===== config.mk =====
export PLATFORM = sky130hd
export DESIGN_NAME = spi_master_cmd_data_frame
export DESIGN_NICKNAME = d
export VERILOG_FILES = /design/src/rtl/smcdf_pkg.sv /design/src/rtl/smcdf_cfg.sv /design/src/rtl/smcdf_seq.sv /design/src/rtl/spi_master_cmd_data_frame.sv
export VERILOG_INCLUDE_DIRS = /design/src /design/src/rtl
export SDC_FILE = /design/constraint.sdc
export NUM_CORES = 1
export LEC_CHECK = 0
export ABC_AREA = 0
export BUFFER_PORTS_ARGS = -buffer_cell sky130_fd_sc_hd__buf_2
export CAP_MARGIN = 40
export CORE_MARGIN = 4
export CORE_UTILIZATION = 26
export DETAILED_ROUTE_END_ITERATION = 16
export PLACE_DENSITY = 0.54
export SLEW_MARGIN = 40
export SYNTH_ARGS = -nofsm -noshare
export SYNTH_HDL_FRONTEND = slang
export SYNTH_HIERARCHICAL = 1
export SYNTH_SLANG_ARGS = --single-unit

===== constraint.sdc =====
create_clock -name clk -period 6.2 [get_ports clk]
set_input_delay 0.93 -clock clk [delete_from_list [all_inputs] [get_ports clk]]
set_output_delay 0.93 -clock clk [all_outputs]
set_load 0.05 [all_outputs]

===== src/rtl/assert_macros.svh =====
// Assertion macros shared by the sequencer RTL.
// No dependencies; included by files that carry concurrent checks.
`ifndef ASSERT_MACROS_SVH
`define ASSERT_MACROS_SVH

// Property that must hold at every clock edge outside reset.
`define SMCDF_ASSERT(lbl, clk, rstn, prop) \
  lbl: assert property (@(posedge clk) disable iff (!rstn) (prop)) \
    else $error("smcdf assertion failed");

// Antecedent in this cycle implies consequent in the next one.
`define SMCDF_ASSERT_NEXT(lbl, clk, rstn, ante, cons) \
  lbl: assert property (@(posedge clk) disable iff (!rstn) (ante) |=> (cons)) \
    else $error("smcdf assertion failed");

`endif


===== src/rtl/smcdf_pkg.sv =====
// Shared types and constants of the SPI command/data frame master.
// No dependencies; used by every module of the block.
`default_nettype none

package smcdf_pkg;

  localparam int WORD_BITS = 16;
  localparam int BC_W      = $clog2(WORD_BITS);

  localparam int DELAY_W   = 8;
  localparam int GAP_W     = 12;
  localparam int CFG_IDX_W = 2;
  localparam int CFG_DAT_W = 12;

  localparam logic [DELAY_W-1:0] DELAY_RST = DELAY_W'(5);
  localparam logic [GAP_W-1:0]   GAP_RST   = GAP_W'(25);

  localparam logic [CFG_IDX_W-1:0] CFG_DELAY = CFG_IDX_W'(0);
  localparam logic [CFG_IDX_W-1:0] CFG_GAP   = CFG_IDX_W'(1);

  typedef enum logic [2:0] {
    PH_IDLE   = 3'd0,
    PH_LEAD   = 3'd1,
    PH_SELECT = 3'd2,
    PH_CMD    = 3'd3,
    PH_GAP    = 3'd4,
    PH_WDATA  = 3'd5,
    PH_RDATA  = 3'd6,
    PH_DONE   = 3'd7
  } phase_t;

  typedef struct packed {
    logic [DELAY_W-1:0] delay_ticks;
    logic [GAP_W-1:0]   gap_ticks;
  } cfg_t;

  typedef struct packed {
    logic        sck;
    logic        mosi;
    logic        cs_first_n;
    logic        cs_second_n;
    logic        busy;
    logic        done;
    logic [15:0] read_data;
  } result_t;

endpackage

`default_nettype wire


===== src/rtl/smcdf_cfg.sv =====
// Configuration register file of the SPI frame master.
// Depends on smcdf_pkg.
`default_nettype none

module smcdf_cfg (
  input  wire logic                            clk,
  input  wire logic                            rst_n,
  input  wire logic                            cfg_valid,
  output logic                                 cfg_ready,
  input  wire logic [smcdf_pkg::CFG_IDX_W-1:0] cfg_index,
  input  wire logic [smcdf_pkg::CFG_DAT_W-1:0] cfg_data,
  output smcdf_pkg::cfg_t                      cfg_o
);

  smcdf_pkg::cfg_t cfg_r;
  smcdf_pkg::cfg_t cfg_nxt;

  assign cfg_ready = 1'b1;
  assign cfg_o     = cfg_r;

  always_comb begin
    cfg_nxt = cfg_r;
    if (cfg_valid) begin
      case (cfg_index)
        smcdf_pkg::CFG_DELAY: cfg_nxt.delay_ticks = cfg_data[smcdf_pkg::DELAY_W-1:0];
        smcdf_pkg::CFG_GAP:   cfg_nxt.gap_ticks   = cfg_data[smcdf_pkg::GAP_W-1:0];
        default: ;
      endcase
    end
  end

  always_ff @(posedge clk) begin
    if (!rst_n) begin
      cfg_r.delay_ticks <= smcdf_pkg::DELAY_RST;
      cfg_r.gap_ticks   <= smcdf_pkg::GAP_RST;
    end else begin
      cfg_r <= cfg_nxt;
    end
  end

endmodule

`default_nettype wire


===== src/rtl/smcdf_seq.sv =====
// Frame sequencer: phase, unit and bit counters, shift registers, pin levels.
// Depends on smcdf_pkg and assert_macros.svh.
`default_nettype none
`include "assert_macros.svh"

module smcdf_seq (
  input  wire logic        clk,
  input  wire logic        rst_n,
  input  wire logic        step,
  input  wire logic        kind,
  input  wire logic        is_read,
  input  wire logic        device_sel,
  input  wire logic [15:0] address,
  input  wire logic [15:0] write_data,
  input  wire logic        miso,
  input  wire smcdf_pkg::cfg_t cfg,
  output smcdf_pkg::result_t res_o
);

  localparam int WB = smcdf_pkg::WORD_BITS;
  localparam int BW = smcdf_pkg::BC_W;
  localparam int GW = smcdf_pkg::GAP_W;

  smcdf_pkg::phase_t phase_r, phase_nxt, ph;
  logic [GW-1:0] unit_r, unit_nxt, uc;
  logic [BW-1:0] bit_r, bit_nxt, bc;
  logic [1:0]    sub_r, sub_nxt, sp;
  logic [WB-1:0] tx_r, tx_nxt, tx;
  logic [WB-1:0] hold_r, hold_nxt, hold;
  logic [WB-1:0] rx_r, rx_nxt;
  logic          rd_r, rd_nxt, rd;
  logic          dev_r, dev_nxt, dev;
  logic          start;
  logic [GW-1:0] limit;
  logic          unit_end;
  logic          bit_last;

  always_comb begin
    start = step && (phase_r == smcdf_pkg::PH_IDLE) && kind;

    ph   = phase_r;
    uc   = unit_r;
    bc   = bit_r;
    sp   = sub_r;
    tx   = tx_r;
    hold = hold_r;
    rd   = rd_r;
    dev  = dev_r;
    if (start) begin
      ph   = smcdf_pkg::PH_LEAD;
      uc   = '0;
      bc   = '0;
      sp   = '0;
      rd   = is_read;
      dev  = device_sel;
      tx   = WB'(address);
      if (is_read) tx[WB-1] = 1'b1;
      hold = WB'(write_data);
    end

    res_o.sck         = 1'b0;
    res_o.cs_first_n  = 1'b1;
    res_o.cs_second_n = 1'b1;
    res_o.busy        = 1'b0;
    res_o.done        = (ph == smcdf_pkg::PH_DONE);
    res_o.mosi        = tx[WB-1];
    res_o.read_data   = 16'(rx_r);
    if (ph != smcdf_pkg::PH_IDLE && ph != smcdf_pkg::PH_DONE) begin
      res_o.busy = 1'b1;
      if (ph != smcdf_pkg::PH_LEAD) begin
        res_o.cs_first_n  = dev;
        res_o.cs_second_n = !dev;
      end
      if (ph == smcdf_pkg::PH_CMD || ph == smcdf_pkg::PH_WDATA) begin
        res_o.sck = (sp == 2'd1);
      end else if (ph == smcdf_pkg::PH_RDATA) begin
        res_o.sck = (sp == 2'd0);
      end
    end

    limit = (ph == smcdf_pkg::PH_GAP) ? cfg.gap_ticks : GW'(cfg.delay_ticks);
    if (limit == '0) limit = GW'(1);
    unit_end = ({1'b0, uc} + (GW+1)'(1)) >= {1'b0, limit};
    bit_last = (bc == BW'(WB - 1));

    phase_nxt = ph;
    unit_nxt  = uc;
    bit_nxt   = bc;
    sub_nxt   = sp;
    tx_nxt    = tx;
    hold_nxt  = hold;
    rx_nxt    = rx_r;
    rd_nxt    = rd;
    dev_nxt   = dev;

    if (!step) begin
      phase_nxt = phase_r;
      unit_nxt  = unit_r;
      bit_nxt   = bit_r;
      sub_nxt   = sub_r;
      tx_nxt    = tx_r;
      hold_nxt  = hold_r;
      rd_nxt    = rd_r;
      dev_nxt   = dev_r;
    end else if (ph == smcdf_pkg::PH_DONE) begin
      phase_nxt = smcdf_pkg::PH_IDLE;
      unit_nxt  = '0;
    end else if (ph != smcdf_pkg::PH_IDLE) begin
      if (!unit_end) begin
        unit_nxt = uc + GW'(1);
      end else begin
        unit_nxt = '0;
        case (ph)
          smcdf_pkg::PH_LEAD: phase_nxt = smcdf_pkg::PH_SELECT;
          smcdf_pkg::PH_SELECT: begin
            phase_nxt = smcdf_pkg::PH_CMD;
            bit_nxt   = '0;
            sub_nxt   = '0;
          end
          smcdf_pkg::PH_CMD, smcdf_pkg::PH_WDATA: begin
            if (sp < 2'd2) begin
              sub_nxt = sp + 2'd1;
            end else begin
              sub_nxt = '0;
              if (bit_last) begin
                bit_nxt   = '0;
                phase_nxt = (ph == smcdf_pkg::PH_CMD) ? smcdf_pkg::PH_GAP
                                                      : smcdf_pkg::PH_DONE;
              end else begin
                bit_nxt = bc + BW'(1);
                tx_nxt  = {tx[WB-2:0], 1'b0};
              end
            end
          end
          smcdf_pkg::PH_GAP: begin
            bit_nxt = '0;
            sub_nxt = '0;
            if (rd) begin
              tx_nxt    = '0;
              phase_nxt = smcdf_pkg::PH_RDATA;
            end else begin
              tx_nxt    = hold;
              phase_nxt = smcdf_pkg::PH_WDATA;
            end
          end
          smcdf_pkg::PH_RDATA: begin
            if (sp == 2'd0) begin
              rx_nxt  = {rx_r[WB-2:0], miso};
              sub_nxt = 2'd1;
            end else begin
              sub_nxt = '0;
              if (bit_last) begin
                bit_nxt   = '0;
                phase_nxt = smcdf_pkg::PH_DONE;
              end else begin
                bit_nxt = bc + BW'(1);
              end
            end
          end
          default: phase_nxt = smcdf_pkg::PH_IDLE;
        endcase
      end
    end
  end

  always_ff @(posedge clk) begin
    if (!rst_n) begin
      phase_r <= smcdf_pkg::PH_IDLE;
      unit_r  <= '0;
      bit_r   <= '0;
      sub_r   <= '0;
      tx_r    <= '0;
      hold_r  <= '0;
      rx_r    <= '0;
      rd_r    <= 1'b0;
      dev_r   <= 1'b0;
    end else begin
      phase_r <= phase_nxt;
      unit_r  <= unit_nxt;
      bit_r   <= bit_nxt;
      sub_r   <= sub_nxt;
      tx_r    <= tx_nxt;
      hold_r  <= hold_nxt;
      rx_r    <= rx_nxt;
      rd_r    <= rd_nxt;
      dev_r   <= dev_nxt;
    end
  end

  `SMCDF_ASSERT_NEXT(a_done_to_idle, clk, rst_n, step && phase_r == smcdf_pkg::PH_DONE, phase_r == smcdf_pkg::PH_IDLE)
  `SMCDF_ASSERT_NEXT(a_start_leaves_idle, clk, rst_n, start, phase_r != smcdf_pkg::PH_IDLE)
  `SMCDF_ASSERT(a_one_select, clk, rst_n, res_o.cs_first_n || res_o.cs_second_n)
  `SMCDF_ASSERT(a_sub_range, clk, rst_n, sub_r != 2'd3)

endmodule

`default_nettype wire


===== src/rtl/spi_master_cmd_data_frame.sv =====
// Top level of the SPI mode-0 command/data frame master with two chip selects.
// Depends on smcdf_pkg, smcdf_cfg and smcdf_seq.
//
//   channel | direction | content
//   in_     | slave     | one clock tick of the sequencer, start request in tuser
//   out_    | master    | pin levels and status of that tick, done pulse as tlast
//   cfg_    | slave     | register index and write data
//
// Each accepted tick yields one transfer on out_ in the next cycle; one tick per cycle while in_tready is high.
// The only register between the two sides is the output register.
// in_tready drops only while a result waits and out_tready is low.
// rst_n is synchronous: config returns to delay 5 and gap 25, the sequencer to idle.
`default_nettype none

module spi_master_cmd_data_frame (
  input  wire logic        clk,
  input  wire logic        rst_n,
  input  wire logic        in_tvalid,
  output logic             in_tready,
  input  wire logic [39:0] in_tdata,  // is_read, device_sel, address[15:0],
                                      // write_data[15:0], miso, zero pad
  input  wire logic [0:0]  in_tuser,  // kind
  output logic             out_tvalid,
  input  wire logic        out_tready,
  output logic [23:0]      out_tdata, // sck, mosi, cs_first_n, cs_second_n, busy_res,
                                      // read_data[15:0], zero pad
  output logic             out_tlast, // done_res
  input  wire logic        cfg_valid,
  output logic             cfg_ready,
  input  wire logic [smcdf_pkg::CFG_IDX_W-1:0] cfg_index,
  input  wire logic [smcdf_pkg::CFG_DAT_W-1:0] cfg_data
);

  smcdf_pkg::cfg_t    cfg;
  smcdf_pkg::result_t res;
  logic               step;
  logic               out_valid_r, out_valid_nxt;
  logic [23:0]        out_data_r, out_data_nxt;
  logic               out_last_r, out_last_nxt;

  assign in_tready = !out_valid_r || out_tready;
  assign step      = in_tvalid && in_tready;

  smcdf_cfg u_cfg (
    .clk       (clk),
    .rst_n     (rst_n),
    .cfg_valid (cfg_valid),
    .cfg_ready (cfg_ready),
    .cfg_index (cfg_index),
    .cfg_data  (cfg_data),
    .cfg_o     (cfg)
  );

  smcdf_seq u_seq (
    .clk        (clk),
    .rst_n      (rst_n),
    .step       (step),
    .kind       (in_tuser[0]),
    .is_read    (in_tdata[0]),
    .device_sel (in_tdata[1]),
    .address    (in_tdata[17:2]),
    .write_data (in_tdata[33:18]),
    .miso       (in_tdata[34]),
    .cfg        (cfg),
    .res_o      (res)
  );

  always_comb begin
    out_valid_nxt = out_valid_r;
    out_data_nxt  = out_data_r;
    out_last_nxt  = out_last_r;
    if (step) begin
      out_valid_nxt = 1'b1;
      out_data_nxt  = {3'b000, res.read_data, res.busy, res.cs_second_n,
                       res.cs_first_n, res.mosi, res.sck};
      out_last_nxt  = res.done;
    end else if (out_tready) begin
      out_valid_nxt = 1'b0;
    end
  end

  always_ff @(posedge clk) begin
    if (!rst_n) begin
      out_valid_r <= 1'b0;
    end else begin
      out_valid_r <= out_valid_nxt;
    end
    out_data_r <= out_data_nxt;
    out_last_r <= out_last_nxt;
  end

  assign out_tvalid = out_valid_r;
  assign out_tdata  = out_data_r;
  assign out_tlast  = out_last_r;

endmodule

`default_nettype wire


## Yosys cells after proc, flatten, opt, wreduce, memory -nomap -nowiden

Cells that the tools add are included.

| operators by class | value |
|---|---|
| add/subtract/negate cells | 4 |
| order comparisons | 2 |
| equality and inequality tests | 12 |
| muxes and demuxes | 49 |
| bitwise operators | 1 |
| reductions and logical operators | 20 |

Operators with widths:

| kind | number |
|---|---|
| 16-bit two-way mux | 8 |
| 12-bit two-way mux | 6 |
| 16-bit one-hot mux with 2 select lines | 1 |
| 4-bit two-way mux | 7 |
| 3-bit two-way mux | 8 |
| 3-bit one-hot mux with 5 select lines | 1 |
| 2-bit two-way mux | 7 |
| 12-bit by 1-bit adder with 13-bit output, second input constant | 1 |
| 13-bit by 12-bit greater-or-equal comparator with 1-bit output | 1 |
| 12-bit by 1-bit adder with 12-bit output, second input constant | 1 |
| 3-bit equality test, second input constant | 4 |
| 12-bit zero test | 1 |
| 4-bit one-hot mux with 3 select lines | 1 |
| 1-bit two-way mux | 9 |
| 3-bit by 2-bit equality test with 1-bit output, second input constant | 2 |
| 2-bit one-hot mux with 3 select lines | 1 |
| 2-bit AND reduction | 3 |
| 6-bit AND reduction | 1 |
| 4-bit by 1-bit adder with 4-bit output, second input constant | 1 |
| 2-bit by 1-bit equality test with 1-bit output, second input constant | 2 |
| 4-bit equality test, second input constant | 1 |
| 1-bit logical AND | 4 |
| 2-bit zero test | 2 |
| 2-bit OR reduction | 2 |
| 11 further kinds | 13 |

| storage, ports and cells | value |
|---|---|
| register bits after elaboration | 114 |
| input port bits | 60 |
| output and inout bits | 28 |
| logic and storage cells | 104 |

## Longest topological paths before layout

Gate-level depths: netlist of run 1.

| depth | value |
|---|---|
| depth in word-level cells | 14 |
| mapped depth | 21 |
| gate-level depth less buffers | 17 |

## By module

The synthesis of run 1 kept the hierarchy.

By module, submodules not included:

| module | times used | cells each | area an instance (um^2) | sequential area each (um^2) |
|---|---|---|---|---|
| smcdf_seq | 1 | 531 | 4357.9 | 1421.4 |
| smcdf_cfg | 1 | 85 | 837.1 | 400.4 |
| spi_master_cmd_data_frame | 1 | 31 | 744.5 | 680.7 |

## Least setup slack after synthesis of run 1

OpenSTA, ideal clock, no wires.

| timing path | value |
|---|---|
| path kind | input -> register |
| from | input port out_tready |
| to | register u_seq.tx_r[1] |
| library setup time | 0.136 ns |
| arrival time | 5.038 ns |
| required time | 6.064 ns |
| setup slack | 1.026 ns |
| cell stages on the path | 21 |
| path buffers | 4 |
| path through | nand2b_4 and2_4 clkbuf_1 nand3_1 clkbuf_1 clkbuf_1 nand2_1 inv_1 ha_1 nand3_2 nor3_2 xnor2_1 nor2_1 ha_1 a211oi_2 o211ai_1 a221oi_4 a2bb2oi_2 buf_4 o32a_1 a31oi_1 |

| between the ends | value |
|---|---|
| longest elaborated chain between the ends | 13 |
| elaborated cells on any way between the ends | 31 |

Ends and longest elaborated chain:

| element | RTL line | text |
|---|---|---|
| from (decl) | spi_master_cmd_data_frame.sv:24 | `input wire logic out_tready,` |
| 1-bit logical OR (*) | spi_master_cmd_data_frame.sv:41 | `assign in_tready = !out_valid_r \|\| out_tready;` |
| 1-bit logical AND (*) | spi_master_cmd_data_frame.sv:42 | `assign step = in_tvalid && in_tready;` |
| branches (longest 11 deep; another with 12-bit by 1-bit adder with 13-bit output) | - |  |
| to (signal assigned) | smcdf_seq.sv:182 | `tx_r <= tx_nxt;` |
| to (decl) | smcdf_seq.sv:28 | `logic [WB-1:0] tx_r, tx_nxt, tx;` |

Mark *: on every way between the ends.
A chain may end at the register's enable or synchronous reset.

## Worst setup path after layout of run 1

| timing path | value |
|---|---|
| from | register u_seq.phase_r[1] |
| to | register u_seq.unit_r[5] |

| between the ends | value |
|---|---|
| longest elaborated chain between the ends | 12 |
| elaborated cells on any way between the ends | 17 |

Ends and longest elaborated chain:

| element | RTL line | text |
|---|---|---|
| from (decl) | smcdf_seq.sv:24 | `smcdf_pkg::phase_t phase_r, phase_nxt, ph;` |
| from (signal assigned) | smcdf_seq.sv:168 | `phase_r <= smcdf_pkg::PH_IDLE;` |
| from (signal assigned) | smcdf_seq.sv:178 | `phase_r <= phase_nxt;` |
| branches (longest 11 deep; another with 12-bit by 1-bit adder with 13-bit output) | - |  |
| 12-bit two-way mux (*) | smcdf_seq.sv:105 | `end else if (ph == smcdf_pkg::PH_DONE) begin` |
| to (signal assigned) | smcdf_seq.sv:179 | `unit_r <= unit_nxt;` |
| to (decl) | smcdf_seq.sv:25 | `logic [GW-1:0] unit_r, unit_nxt, uc;` |

Marked as above.

==> results.json, run 1 <==
{
  "vias_per_cell": 4.73,
  "period_needed_ns": 4.83,
  "fp.dieArea_um2": 25300,
  "slew_headroom_pct": 50.6,
  "synthCells": 647,
  "yosys.area.top_type_share_pct": 31.0,
  "syn_area_um2": 5940,
  "startpoint": "u_seq/phase_r[1]",
  "timing.rr.end": "u_seq/unit_r[5]",
  "status": "finished, final reports clean",
  "r2r_slack_ns": 1.37,
  "area_growth_pct": 19.2,
  "cp.arrival_ns": 5.17,
  "dr.pass1.iters": 5,
  "drc_errors": 0,
  "fin_hold_ws_ns": 0.433,
  "cp_common_cell": "ha_1",
  "dpl_cell_area_um2": 6480,
  "ir_worst_vdd_v": 0.000136,
  "route.vias.total": 4761,
  "fin_worst_skew_ns": 0.0138,
  "hold_class": "flop to flop",
  "synth_area_per_cell_um2": 9.18,
  "cp-start-kind": "flop",
  "holdPathStages": 0,
  "cts.clk_slew.worst_paths_ns": 0.06,
  "worstPathRequired_ns": 6.55,
  "wl_per_cell_um": 14.5,
  "crit_fanout": 25,
  "overflow": 0,
  "synth_cell_types": 77,
  "grt_max_degree": 66,
  "dp_hpwl_mm": 9.98,
  "die_w_um": 159,
  "p_per_area_nw_per_um2": 280,
  "hold_viol": 0,
  "core_um2": 22600,
  "io_buffers": 78,
  "rsz0062_at_grt": "no",
  "cts_resized": 0,
  "gp_congestion": 0.807,
  "r2r-start": "u_seq/phase_r[1]",
  "clockBufferDepth": 2,
  "synth.area.top_cells": "dfxtp_1 (31%), edfxtp_1 (11%), mux2i_1 (9.8%), nand2_1 (7.6%), ha_1 (2.9%)",
  "final_cells": 1007,
  "setup.worst_path.class": "flop to flop",
  "cp_cell_sequence": "nor3_4 > nand3_1 > nand2_1 > inv_1 > ha_1 > nand3_2 > nor3_2 > xnor2_1 > nor2_1 > ha_1 > a211oi_2 > o211ai_1 > a221oi_4 > o21a_4 > and3_1 > a22o_1",
  "rows": 55,
  "post-cts-setup-buffers": 0,
  "ys_seq_area_share_pct": 42.1,
  "io_pins": 88,
  "crit_slowest_cell": "dfxtp_1",
  "initial_utilization_pct": 26.3,
  "grt_pass1_vias": 4715,
  "drt_wl_total_mm": 14.6,
  "synth-edff-count": 22,
  "track_usage_pct": 11.6,
  "worst_pin_slew_ns": 0.741,
  "fin_nets": 783,
  "clk_latency_ns": 0.41,
  "antenna_cells": 0,
  "worst_path_largest_cell_delay_ns": 0.77,
  "yosysTopAreaCell": "dfxtp_1",
  "numCtsBuffers": 17,
  "grt_antenna_before_repair": 1,
  "slew_violations": 0,
  "power.leakage_nw": 2.66,
  "synthArstFlopShare_pct": 0,
  "fmax_ghz": 0.207,
  "fin_tns_setup_ns": 0,
  "final_area_um2": 7080,
  "ys_ff_latch": 114,
  "drtIter0Drc": 308,
  "clockRootBuffer": "clkbuf_16",
  "period_share_pct": 77.8,
  "synth_ff_type": "dfxtp_1",
  "synth_warnings": 6,
  "grt_pass1_wl_mm": 24.0,
  "finalSetupViolations": 0,
  "holdPathEnd": "out_tdata[20]",
  "postRouteAntennaNets": 0,
  "htree_levels": 4,
  "cap_viol_max_count": 0,
  "min_from": "u_seq/rx_r[15]",
  "ys_top_cells_by_count": "nand2_1 (120), dfxtp_1 (92), mux2i_1 (58)",
  "cts_num_sinks": 114,
  "cts_tree": "built",
  "end_kind": "flop",
  "yosysMostFrequentCell": "nand2_1",
  "ctsHoldBuffers": 0,
  "reg2reg_depth": 16,
  "fp.dieH_um": 159,
  "layout-drive-gt1-share_pct": 19.8,
  "placed_cells": 975
}
[final cells by class]
cell class                      instances  area, µm²
Clock buffer                           25        528
Clock inverter                          7       71.3
Fill cell                            2364      15500
Inverter                               15       56.3
Multi-Input combinational cell        474       3110
Sequential cell                       114       2500
Tap cell                              285        357
Timing Repair Buffer                   87        458
[cell families (layout without fill, tap and decap cells)]
family | Yosys count | in the layout | share of synthesized area, %
muxes | 59 | 59 | 9.96
AOI/OAI and AO/OA | 166 | 166 | 20.1
DFF | 114 | 114 | 42.1
other | 2 | 4 | 0.126
xor gates and xnor gates | 9 | 9 | 1.33
adders and majority gates | 14 | 14 | 2.95
buffers and inverters | 61 | 134 | 5.75
and+or+nand+nor | 222 | 222 | 17.6
[per-layer routing]
metal	part of all wire (%)	vias up	wire, µm	global-route usage, %
met5	0.082	-	12	0
met4	1.6	2	228	5.01
met3	4.4	17	639	2.87
met2	46	94	6730	18.5
met1	48	2204	7030	15.0
li1	-	2444	-	-
[how the worst max path moves through the flow]
stage          slack (ns)                to
4_1_cts              1.37   u_seq/unit_r[5]
5_1_grt              1.04  u_seq/unit_r[10]
3_5_place_dp          1.0   u_seq/unit_r[1]
3_3_place_gp         0.99   u_seq/unit_r[7]
6_report             1.37   u_seq/unit_r[5]
2_1_floorplan        1.03     u_seq/tx_r[1]
[worst max-delay path, delay by kind of cell (launching register included)]
family                   cells  cell delay [ns]
XOR/XNOR                     1             0.16
buffers and inverters        1             0.09
AND/OR/NAND/NOR              7             1.57
adder cells (fa/ha/maj)      2             0.50
AO/OA/AOI/OAI                5             1.64
flip-flops                   1             0.77
[state kept, by name, summed over array words and instances, names as in the netlist]
name	flops
out_tdata	21
u_cfg/cfg_o	20
u_seq/hold_r	16
u_seq/rx_r	16
u_seq/tx_r	16
u_seq/unit_r	12
u_seq/bit_r	4
u_seq/phase_r	3
u_seq/sub_r	2
out_tlast	1
out_tvalid	1
u_seq/dev_r	1
u_seq/rd_r	1
[placed cells by master, fill, tap and decap left out, types with 3 or more instances in the layout]
master / instances
nand2b_1: 4
ha_1: 14
conb_1: 4
buf_4: 9
nand3_1: 13
o21bai_1: 13
inv_1: 15
a22o_1: 11
nand4_1: 10
nor3_1: 4
mux2i_1: 58
nand4b_1: 3
nand2_1: 120
o2bb2ai_1: 3
nor2b_1: 4
clkbuf_8: 3
or3_1: 5
edfxtp_1: 22
and2_1: 5
dfxtp_1: 92
o211ai_1: 6
o21ai_0: 33
buf_2: 78
nor2_1: 37
a21oi_1: 32
clkbuf_1: 3
clkinvlp_4: 3
a31oi_1: 20
xnor2_1: 3
o21a_1: 13
clkbuf_16: 19
xor2_1: 6
[per-stage QoR]
step	setup WS (ns)	total power, mW	utilization [%]
floorplan	1.03	0.972	-
global placement	0.993	1.03	28.7
detailed placement	0.996	1.03	28.7
CTS	1.37	2.01	31.3
global route	1.04	2.07	31.4
finish	1.37	1.98	31.4
[power breakdown]
part | internal, mW | switching, mW
registers | 0.785 | 0.0150
clock network | 0.630 | 0.341
logic | 0.0704 | 0.141
total | 1.49 | 0.496
No activity file was read; power rests on OpenSTA's default activity.
==> inputs of run 2 (changes only) <==
--- a/config.mk
+++ b/config.mk
@@ -6,13 +6,13 @@
 export SDC_FILE = /design/constraint.sdc
 export NUM_CORES = 1
 export LEC_CHECK = 0
-export ABC_AREA = 0
+export ABC_AREA = 1
 export BUFFER_PORTS_ARGS = -buffer_cell sky130_fd_sc_hd__buf_2
 export CAP_MARGIN = 40
 export CORE_MARGIN = 4
 export CORE_UTILIZATION = 26
 export DETAILED_ROUTE_END_ITERATION = 16
-export PLACE_DENSITY = 0.54
+export PLACE_DENSITY = 0.53
 export SLEW_MARGIN = 40
 export SYNTH_ARGS = -nofsm -noshare
 export SYNTH_HDL_FRONTEND = slang
==> constraint.sdc (replaced) <==
create_clock -name clk -period 4.7 [get_ports clk]
set_input_delay 0.705 -clock clk [delete_from_list [all_inputs] [get_ports clk]]
set_output_delay 0.705 -clock clk [all_outputs]
set_load 0.05 [all_outputs]
==> run 2 against run 1 <==
Against the previous run: design area is 13% higher; critical endpoint is now u_seq/rx_r[0]; worst hold slack better by 0.0054 ns; largest cell class unchanged; critical path depth is 6 higher; global-route usage is 1.5 points higher; register-to-register slack worse by 0.72 ns; power is 83% higher.
==> results.json, run 2 <==
{
  "postRouteAntennaNets": 0,
  "cp_common_cell": "nand2_1",
  "hold_class": "flop to flop",
  "drc_errors": 0,
  "critPathTopFamily": "simple AND/OR/NAND/NOR gates",
  "final_common_cell": "nand2_1",
  "grt_pass1_wl_mm": 30.6,
  "end_kind": "flop",
  "route.vias.total": 6550,
  "synth_adder_area_share_pct": 2.56,
  "gp_congestion": 0.809,
  "final_cells": 1436,
  "yosysMostFrequentCell": "nand2_1",
  "final_area_um2": 8030,
  "power.leakage_nw": 3.67,
  "ys_ff_latch": 114,
  "cp.buffers_inverters": 2,
  "drtIter0Drc": 381,
  "grt_pass1_vias": 6060,
  "synth_cell_types": 38,
  "fin_tns_setup_ns": 0,
  "fp.dieH_um": 170,
  "dpl_cell_area_um2": 7430,
  "switchingPower_mw": 1.36,
  "p_int_mw": 2.27,
  "cp-start-kind": "flop",
  "numCtsBuffers": 17,
  "yosysTopAreaCell": "dfxtp_1",
  "slew_violations": 0,
  "clockBufferDepth": 2,
  "slew_headroom_pct": 50.2,
  "yosys.area_share.simple_pct": 39.4,
  "pwr-share-seq_pct": 31.3,
  "ctsHoldBuffers": 0,
  "overflow": 0,
  "largest_reg_flops": 21,
  "ys_top_cells_by_count": "nand2_1 (360), nand3_1 (132), inv_1 (96)",
  "cts.clk_slew.worst_paths_ns": 0.05,
  "synth-edff-count": 22,
  "cts_tree": "built",
  "synth.area.top_cells": "dfxtp_1 (27%), nand2_1 (20%), edfxtp_1 (9.7%), nand3_1 (9.7%), inv_1 (5.3%)",
  "synthXorXnorAreaFrac_pct": 0.513,
  "synth_compound_area_share_pct": 9.76,
  "fp.dieArea_um2": 28900,
  "dp_hpwl_mm": 12.3,
  "cp_cell_sequence": "inv_1 > nand2_1 > nor2_8 > nor2_1 > ha_1 > nand3_1 > nor2_2 > xor2_1 > inv_1 > ha_1 > nand2_1 > o21bai_1 > nand3_1 > nand2_1 > nand2_1 > nand2_1 > nand2_1 > nand2_1 > nand2_4 > nand2_2 > nand2_1 > a21oi_1",
  "initial_utilization_pct": 26.3,
  "worst_path_largest_cell_delay_ns": 0.53,
  "synth_ff_type": "dfxtp_1",
  "total_power_mw": 3.63,
  "fin_worst_skew_ns": 0.0139,
  "antenna_cells": 0,
  "vias_per_cell": 4.56,
  "worstPathRequired_ns": 4.97,
  "syn_area_um2": 6830,
  "cts_resized": 0,
  "synth_area_per_cell_um2": 6.60,
  "track_usage_pct": 13.0,
  "htree_levels": 4,
  "p_per_area_nw_per_um2": 452,
  "clkPwrFrac_pct": 36.2,
  "synth_top_family_by_area": "simple AND/OR/NAND/NOR gates",
  "yosys.area.top_type_share_pct": 26.9,
  "crit_slowest_cell": "dfxtp_1",
  "synth_warnings": 6,
  "cts_num_sinks": 114,
  "rows": 59,
  "cp.arrival_ns": 4.31,
  "worst_pin_slew_ns": 0.747,
  "grt_max_degree": 53,
  "die_w_um": 170,
  "synthCells": 1036,
  "wl_per_cell_um": 13.1,
  "synth_mux_area_share_pct": 0.439,
  "fmax_ghz": 0.247,
  "ys_seq_area_share_pct": 36.6,
  "core_um2": 26000,
  "grt_antenna_before_repair": 1,
  "ir_worst_vdd_v": 0.000309,
  "hold_viol": 0,
  "io_pins": 88,
  "netSwitchingFraction_pct": 37.4,
  "setup.worst_path.class": "flop to flop",
  "drt_wl_total_mm": 18.9,
  "power_frac_comb_pct": 32.5,
  "clockRootBuffer": "clkbuf_16",
  "fin_nets": 1162,
  "final_cell_mix": "nand2_1 (360), nand3_1 (132), inv_1 (96)",
  "period_needed_ns": 4.04,
  "crit_fanout": 30,
  "post-route-util_pct": 30.9,
  "rsz0062_at_grt": "no",
  "post-cts-setup-buffers": 0,
  "layout-drive-gt1-share_pct": 16.2,
  "dr.pass1.iters": 5,
  "placed_cells": 1404,
  "clk_latency_ns": 0.42,
  "area_growth_pct": 17.6,
  "status": "finished, final reports clean",
  "io_buffers": 78,
  "synthArstFlopShare_pct": 0,
  "cap_viol_max_count": 0,
  "period_share_pct": 86.0,
  "finalSetupViolations": 0
}
## run 2: final cells by class
| cell class | instances | area (µm²) |
|---|---|---|
| Tap cell | 335 | 419 |
| Inverter | 105 | 397 |
| Clock inverter | 9 | 91.3 |
| Multi-Input combinational cell | 760 | 3630 |
| Fill cell | 2858 | 18000 |
| Timing Repair Buffer | 90 | 480 |
| Sequential cell | 114 | 2500 |
| Clock buffer | 23 | 510 |
## run 2: stage by stage
step | setup WS [ns] | hold slack, ns
2_1_floorplan | 0.230 | 0.409
3_3_place_gp | 0.254 | 0.422
4_1_cts | 0.597 | 0.434
5_1_grt | 0.209 | 0.453
3_5_place_dp | 0.285 | 0.423
6_report | 0.658 | 0.439
## run 2: logic make-up after synthesis
logic type / after synthesis
simple gates: 617
fa+ha+maj: 14
mux: 3
buf+inv: 164
other cells: 2
flops: 114
xor+xnor: 4
compound gates: 118
## run 2: worst paths after layout
| path | from | depth (start not counted) | end | slack, ns |
|---|---|---|---|---|
| setup / recovery | u_seq/phase_r[0] | 22 | u_seq/rx_r[0] | 0.66 |
| hold reg to reg | u_seq/rx_r[15] | 0 | out_tdata[20] | 0.44 |
| hold / removal | u_seq/rx_r[15] | 0 | out_tdata[20] | 0.44 |
| setup reg to reg | u_seq/phase_r[0] | 22 | u_seq/rx_r[0] | 0.66 |
## run 2: layer usage
metal	vias to the layer above	track usage (%)	part of all wire, %
li1	3410	-	-
met1	2984	17.1	47
met2	134	21.5	47
met3	20	3.32	4.8
met4	2	3.37	1.4
met5	-	0	0.069
## run 2: power groups by stage
stage,Clock [mW],Combinational (mW),Sequential (mW)
after global placement,0,1.18,1.15
after detailed placement,0,1.18,1.15
after CTS,1.35,1.19,1.13
after floorplan,0,0.911,1.19
after global routing,1.40,1.35,1.14
final,1.31,1.18,1.13
